## src/sv/assert_macros.svh

```systemverilog
// Assertion macros shared by the valve sequencer RTL.
// No dependencies; included by files that carry concurrent assertions.
`ifndef ASSERT_MACROS_SVH
`define ASSERT_MACROS_SVH
`ifndef SYNTH
`define VTTS_ASSERT_IMP(label, clk, rst, ante, cons) \
   label: assert property (@(posedge clk) disable iff (rst) (ante) |-> (cons)) \
      else $error("vtts assertion failed (same cycle)");
`define VTTS_ASSERT_NXT(label, clk, rst, ante, cons) \
   label: assert property (@(posedge clk) disable iff (rst) (ante) |=> (cons)) \
      else $error("vtts assertion failed (next cycle)");
`else
`define VTTS_ASSERT_IMP(label, clk, rst, ante, cons)
`define VTTS_ASSERT_NXT(label, clk, rst, ante, cons)
`endif
`endif

```

## src/sv/vtts_pkg.sv

```systemverilog
`timescale 1ns / 1ps
// Package for the valve timed toggle sequencer: payload structs, request codes,
// controller state type and the command/status structs. No dependencies.
package vtts_pkg;

   localparam int QUEUE_DEPTH_DEF = 512;
   localparam int CHANNELS_DEF    = 7;
   localparam int VALVE_W         = 7;

   localparam logic [VALVE_W-1:0] EMERGENCY_PATTERN = 7'h10;

   localparam logic [2:0] OP_LOAD      = 3'd0;
   localparam logic [2:0] OP_START     = 3'd1;
   localparam logic [2:0] OP_TICK      = 3'd2;
   localparam logic [2:0] OP_SET       = 3'd3;
   localparam logic [2:0] OP_EMERGENCY = 3'd4;

   typedef struct packed {
      logic [2:0]         req_type;
      logic [2:0]         channel;
      logic [8:0]         slot;
      logic [15:0]        toggle_time;
      logic [31:0]        now_ms;
      logic [VALVE_W-1:0] valve_pattern;
   } vtts_req_type;

   typedef struct packed {
      logic [VALVE_W-1:0] valve_bits;
      logic               running;
      logic               spark_on;
      logic               done_res;
   } vtts_rsp_type;

   typedef enum logic [2:0] {
      ST_IDLE,
      ST_DECODE,
      ST_SCAN,
      ST_DRAIN,
      ST_FINISH,
      ST_EMIT
   } vtts_state_type;

   typedef struct packed {
      logic capture;
      logic apply;
      logic scan_begin;
      logic scan_issue;
      logic scan_finish;
      logic emit;
   } vtts_cmd_type;

   typedef struct packed {
      logic tick_run;
      logic issue_last;
      logic out_free;
   } vtts_status_type;

endpackage

```

## src/sv/vtts_ctrl.sv

```systemverilog
`timescale 1ns / 1ps
// Controller state machine of the valve sequencer.
// Depends on vtts_pkg; drives the datapath through the command struct.
module vtts_ctrl (
   input  logic                     clock,
   input  logic                     reset,
   input  logic                     req_valid,
   output logic                     req_stall,
   input  vtts_pkg::vtts_status_type status,
   output vtts_pkg::vtts_cmd_type    cmd
);

   vtts_pkg::vtts_state_type state_ff, state_in;

   always_ff @(posedge clock) begin
      if (reset) begin
         state_ff <= vtts_pkg::ST_IDLE;
      end else begin
         state_ff <= state_in;
      end
   end

   always_comb begin
      state_in = state_ff;
      unique case (state_ff)
         vtts_pkg::ST_IDLE: begin
            if (req_valid) state_in = vtts_pkg::ST_DECODE;
         end
         vtts_pkg::ST_DECODE: begin
            state_in = status.tick_run ? vtts_pkg::ST_SCAN : vtts_pkg::ST_EMIT;
         end
         vtts_pkg::ST_SCAN: begin
            if (status.issue_last) state_in = vtts_pkg::ST_DRAIN;
         end
         vtts_pkg::ST_DRAIN:  state_in = vtts_pkg::ST_FINISH;
         vtts_pkg::ST_FINISH: state_in = vtts_pkg::ST_EMIT;
         vtts_pkg::ST_EMIT: begin
            if (status.out_free) state_in = vtts_pkg::ST_IDLE;
         end
         default: state_in = vtts_pkg::ST_IDLE;
      endcase
   end

   always_comb begin
      cmd       = '0;
      req_stall = 1'b1;
      unique case (state_ff)
         vtts_pkg::ST_IDLE: begin
            req_stall   = 1'b0;
            cmd.capture = req_valid;
         end
         vtts_pkg::ST_DECODE: begin
            cmd.scan_begin = status.tick_run;
            cmd.apply      = !status.tick_run;
         end
         vtts_pkg::ST_SCAN:   cmd.scan_issue  = 1'b1;
         vtts_pkg::ST_DRAIN:  cmd.scan_issue  = 1'b0;
         vtts_pkg::ST_FINISH: cmd.scan_finish = 1'b1;
         vtts_pkg::ST_EMIT:   cmd.emit        = status.out_free;
         default:             cmd             = '0;
      endcase
   end

endmodule

```

## config.mk

```make
export PLATFORM = sky130hd
export DESIGN_NAME = vtts_ctrl
export DESIGN_NICKNAME = d
export VERILOG_FILES = /design/src/sv/assert_macros.svh /design/src/sv/vtts_pkg.sv /design/src/sv/vtts_ctrl.sv
export SDC_FILE = /design/constraint.sdc
export NUM_CORES = 1
export LEC_CHECK = 0
export BUFFER_PORTS_ARGS = -buffer_cell sky130_fd_sc_hd__buf_2
export CORE_AREA = 2 2 39 41
export CTS_CLUSTER_DIAMETER = 60
export DETAILED_ROUTE_END_ITERATION = 16
export DIE_AREA = 0 0 41 43
export HOLD_SLACK_MARGIN = 0.12
export REMOVE_ABC_BUFFERS = 1
export SYNTH_ARGS = -nofsm -noshare
export SYNTH_HDL_FRONTEND = slang
export SYNTH_SLANG_ARGS = --single-unit
```

## constraint.sdc

```tcl
create_clock -name clock -period 1.25 [get_ports clock]
set_input_delay 0.375 -clock clock [delete_from_list [all_inputs] [get_ports clock]]
set_output_delay 0.375 -clock clock [all_outputs]
set_load 0.02 [all_outputs]
```

# [Yosys cells after proc, flatten, opt, wreduce, memory -nomap -nowiden]
# Cells that the tools add are included.
[op_classes] eq_ne=8 mux=11 n_reduce_logical=3
[op_table] op="$pmux W3 S6" count=1
[op_table] op="$mux W3" count=4
[op_table] op="$eq A3 B2 Y1 const B" count=2
[op_table] op="$eq A3 B3 Y1 const B" count=2
[op_table] op="$ne A2 B2 Y1 const B" count=3
[op_table] op="$mux W1" count=5
[op_table] op="$eq A3 B1 Y1 const B" count=1
[op_table] op="$logic_not A3 Y1" count=1
[op_table] op="$reduce_and A3 Y1" count=1
[op_table] op="$mux W2" count=1
[op_table] op="$logic_not A1 Y1" count=1
[totals] output_inout_bits=7 reg_bits=3 input_bits=6 word_cells=23

# [Depth between registers and ports, before layout]
[depth] depth_word=3 depth_mapped=4

# [Least setup slack after synthesis]
# No wires, ideal clock.
[synth_timing] path_kind="flip-flop to output port" startpoint="register state_ff[0]" endpoint="output cmd[4] in the netlist's numbering" stages_incl_launch_ff=4 slack_ns=-0.279 t_required_ns=0.875 arrival_time_ns=1.154 path_cell_list="dfxtp_1 -> buf_4 -> inv_2 -> nor4_1"
[synth_rtl] item="start, declared" line="vtts_ctrl.sv:13" source="vtts_pkg::vtts_state_type state_ff, state_in;"
[synth_rtl] item="start signal, assigned" line="vtts_ctrl.sv:17" source="state_ff <= vtts_pkg::ST_IDLE;"
[synth_rtl] item="start signal, assigned" line="vtts_ctrl.sv:19" source="state_ff <= state_in;"
[synth_rtl] item="end, declared" line="vtts_ctrl.sv:10" source="output vtts_pkg::vtts_cmd_type cmd"

==> out/qor.csv <==
stage,metric,value,unit
outcome,outcome,finished with violations,
outcome,violations in the final reports,negative setup slack,
global_route,vias in the first global route,260,
sta,total setup violations reported at the end of the flow,7,
critical_path,Register-to-Register Path Depth,4,
global_route,wire length of the first global-routing pass,890,µm
routing,Routed Wire Length,639,µm
sta,final hold slack,338,ps
logic_synthesis,top_reg_cell synth,sky130_fd_sc_hd__dfxtp_1,
power,static leakage power,0.209,nW
die,Die Width,41,µm
critical_path,CP top delay family,flip-flops,
critical_path,type of element launching the critical path,flop,
routing,post-route ant nets,0,
critical_path,logic depth of the worst setup path including buffers,3,
layout,net count reported at finish,54,
power,Sw Ratio,0.335,
die,placeable core region,0.00138,mm²
die,row count,14,
sta,highest achievable clock rate,0.714,GHz
layout,"commonest cells after routing, fill and taps aside","sky130_fd_sc_hd__buf_4, sky130_fd_sc_hd__buf_6, sky130_fd_sc_hd__buf_2",
sta,worst clock skew,0.506,ps
power,part of the total power dissipated in combinational logic,0.448,
clock_tree,TritonCTS clock tree,done,
die,die outline area,0.00176,mm²
logic_synthesis,number of unique standard cell types used by synthesis,18,
clock_tree,clock input transition at the sequential cells of the worst setup and hold paths,30,ps
critical_path,critical path buffer and inverter count,2,
critical_path,master of the slowest instance on the critical path,sky130_fd_sc_hd__dfxtp_4,
clock_tree,count of clock tree sinks,3,
clock_tree,worst-skew pair later-pin latency,230,ps
worst_hold_path,class of the tightest hold or removal check,primary input to flop,
layout,registers with the most flip-flops,state_ff: 3 flops,
placed_design,number of instances in the placed design,59,
routing,DRC viols,0,
clock_tree,CTS Root Buffer Type,sky130_fd_sc_hd__clkbuf_4,
sta,post-route clock period utilization,1.12,
critical_path,critical path's largest stage delay,370,ps
critical_path,r2r setup slk,170,ps
routing,count of TritonRoute iterations in the first routing pass,1,
logic_synthesis,register area share after synthesis,0.257,
placed_design,placed wire-length estimate after detailed placement,451,µm
sta,max-slew violation count,0,
routing,average wire length per cell after detail routing,10.1,µm
layout,Area Growth Syn to Fin,97.3,%
sta,Worst slew margin,0.823,
global_route,total overflow reported by the global router,0,
routing,detailed-route vias per instance,4.37,
critical_path,end point of the critical path,cmd[4],
layout,"flip-flop count of the largest register, all copies and words added",3,
die,Die Ht,43,µm
routing,violation count after the first detailed-routing iteration,0,
power,sequential fraction of design power,0.250,
critical_path,critical path endpoint category,output port,
sta,actual transition at the worst max-transition pin,265,ps
layout,Top reg by flops,state_ff,
critical_path,endpoint required time on the critical path,880,ps
layout,antenna cells,0,
logic_synthesis,flip-flop and latch count after synthesis,3,
flow_run,total of max-cap violations,0,
power,P_sw,184,µW
logic_synthesis,warning count from the yosys run,0,
placed_design,GPL Wtd Cong,0.612,
layout,count of filler cells inserted in the layout,160,
clock_tree,Max Buffers Root-to-Sink,2,
global_route,maximum number of pins on one net before global-route repair,7,
sta,worst-case setup margin in the final layout,-150,ps
sta,accumulated negative setup slack,-849,ps
power,design internal power,366,µW
clock_tree,CTS H-tree lvls,1,
power,VDD IR max,0.393,mV
placed_design,Placement Setup Slack,-26.7,ps
layout,fraction of final layout cells with drive strength greater than 1,0.702,
sta,RSZ-0062 raised after global routing,true,
logic_synthesis,count of mapped cells out of synthesis,29,
critical_path,cells along the critical path,inv_4 -> nor4_4 -> buf_4,
critical_path,critical path class,flop to output port,
die,I/O pin cnt,13,
critical_path,CP max FO,5,
power,relative contribution of the clock network to total power,0.302,
logic_synthesis,"EDFF count, synth",0,
global_route,global routing usage summed across all routing layers,0.0804,
sta,final number of hold-violating endpoints,0,
routing,via count,275,
die,effective utilization at floorplan,0.169,
placed_design,number of port buffers,12,
critical_path,arrival time reported for the critical path endpoint,1030,ps
sta,time the final worst path needs with I/O delays and setup,1400,ps
critical_path,Setup crit start,state_ff[0]$_SDFFE_PP0P_,
clock_tree,clock buffer count from CTS,3,
layout,utilization of the core after routing,0.334,
logic_synthesis,total standard cell area after synthesis,234,µm²
critical_path,capture instance of the worst register-to-register path,state_ff[0]$_SDFFE_PP0P_,
logic_synthesis,Mean Syn Cell Area,8.07,µm²
global_route,number of antenna violations at the first check in global routing,0,
logic_synthesis,"FFs w/ async S/R, synth",0,
layout,number of cells in the finished layout apart from fillers,63,
critical_path,worst reg2reg startpoint,state_ff[2]$_SDFFE_PP0P_,
power,Power Density,1190,mW/mm²
through the flow:
step | cell area [µm²] | total power [mW]
3_5_place_dp | 329 | 0.305
6_report | 462 | 0.550
4_1_cts | 408 | 0.527
5_1_grt | 462 | 0.587
3_3_place_gp | 329 | 0.300
2_1_floorplan | 211 | 0.229
worst register-to-register path, cell delays in order (launching register included):
cell	delay, ps
sky130_fd_sc_hd__dfxtp_4	410
sky130_fd_sc_hd__buf_4	140
sky130_fd_sc_hd__nand2b_1	50
sky130_fd_sc_hd__a21o_1	190
sky130_fd_sc_hd__a221oi_2	200
kinds of logic after synthesis:
family	count (synthesis)	synth area share
simple gates	16	0.390
mux	2	0.0856
compound gates	4	0.155
buf+inv	4	0.112
flops	3	0.257
worst min path at each step:
stage,from,end,slack [ps],cells after the start
finish,reset,state_ff[0]$_SDFFE_PP0P_,340,2
global route,reset,state_ff[0]$_SDFFE_PP0P_,330,2
floorplan,reset,state_ff[0]$_SDFFE_PP0P_,440,1
global placement,reset,state_ff[0]$_SDFFE_PP0P_,580,2
detailed placement,state_ff[1]$_SDFFE_PP0P_,state_ff[1]$_SDFFE_PP0P_,580,2
CTS,reset,state_ff[0]$_SDFFE_PP0P_,330,2
per-layer routing:
layer | wire, µm | up-vias | track usage | part of all wire
met5 | 0 | - | 0 | 0
met4 | 0 | 0 | 0.0400 | 0
met1 | 213 | 128 | 0.0645 | 0.33
met3 | 39 | 0 | 0.0471 | 0.061
li1 | - | 138 | - | -
met2 | 386 | 9 | 0.141 | 0.60
cells in the mapped netlist (2+ instances only):
library cell               count  area, µm²
sky130_fd_sc_hd__buf_4         3       22.5
sky130_fd_sc_hd__dfxtp_1       3       60.1
sky130_fd_sc_hd__nand2b_1      3       18.8
sky130_fd_sc_hd__nor2_1        3       11.3
sky130_fd_sc_hd__and3_1        2       12.5
sky130_fd_sc_hd__mux2i_1       2       20.0
sky130_fd_sc_hd__nor2b_1       2       12.5
repair_timing:
item,4_1_cts,5_1_grt
pin swaps,2,2
setup endpoints to repair,7,7
gates resized for setup,17,14
setup buffers,0,0
hold buffers,0,0
layout make-up:
cell class              instances  area (µm²)  area share
multi-input cells              22         200       0.434
repair buffers                 17         138       0.298
flip-flops and latches          3        71.3       0.154
clock buffers                   4        26.3      0.0569
well taps                      16        20.0      0.0434
inverters                       1        6.26      0.0136
power by group through the flow:
stage / clock, mW / combinational (mW) / sequential [mW]
after floorplan: 0 / 0.100 / 0.128
after global placement: 0 / 0.176 / 0.124
after detailed placement: 0 / 0.180 / 0.125
after CTS: 0.178 / 0.219 / 0.130
after global routing: 0.183 / 0.264 / 0.140
final: 0.166 / 0.246 / 0.138
No activity file was read; power rests on OpenSTA's default activity.
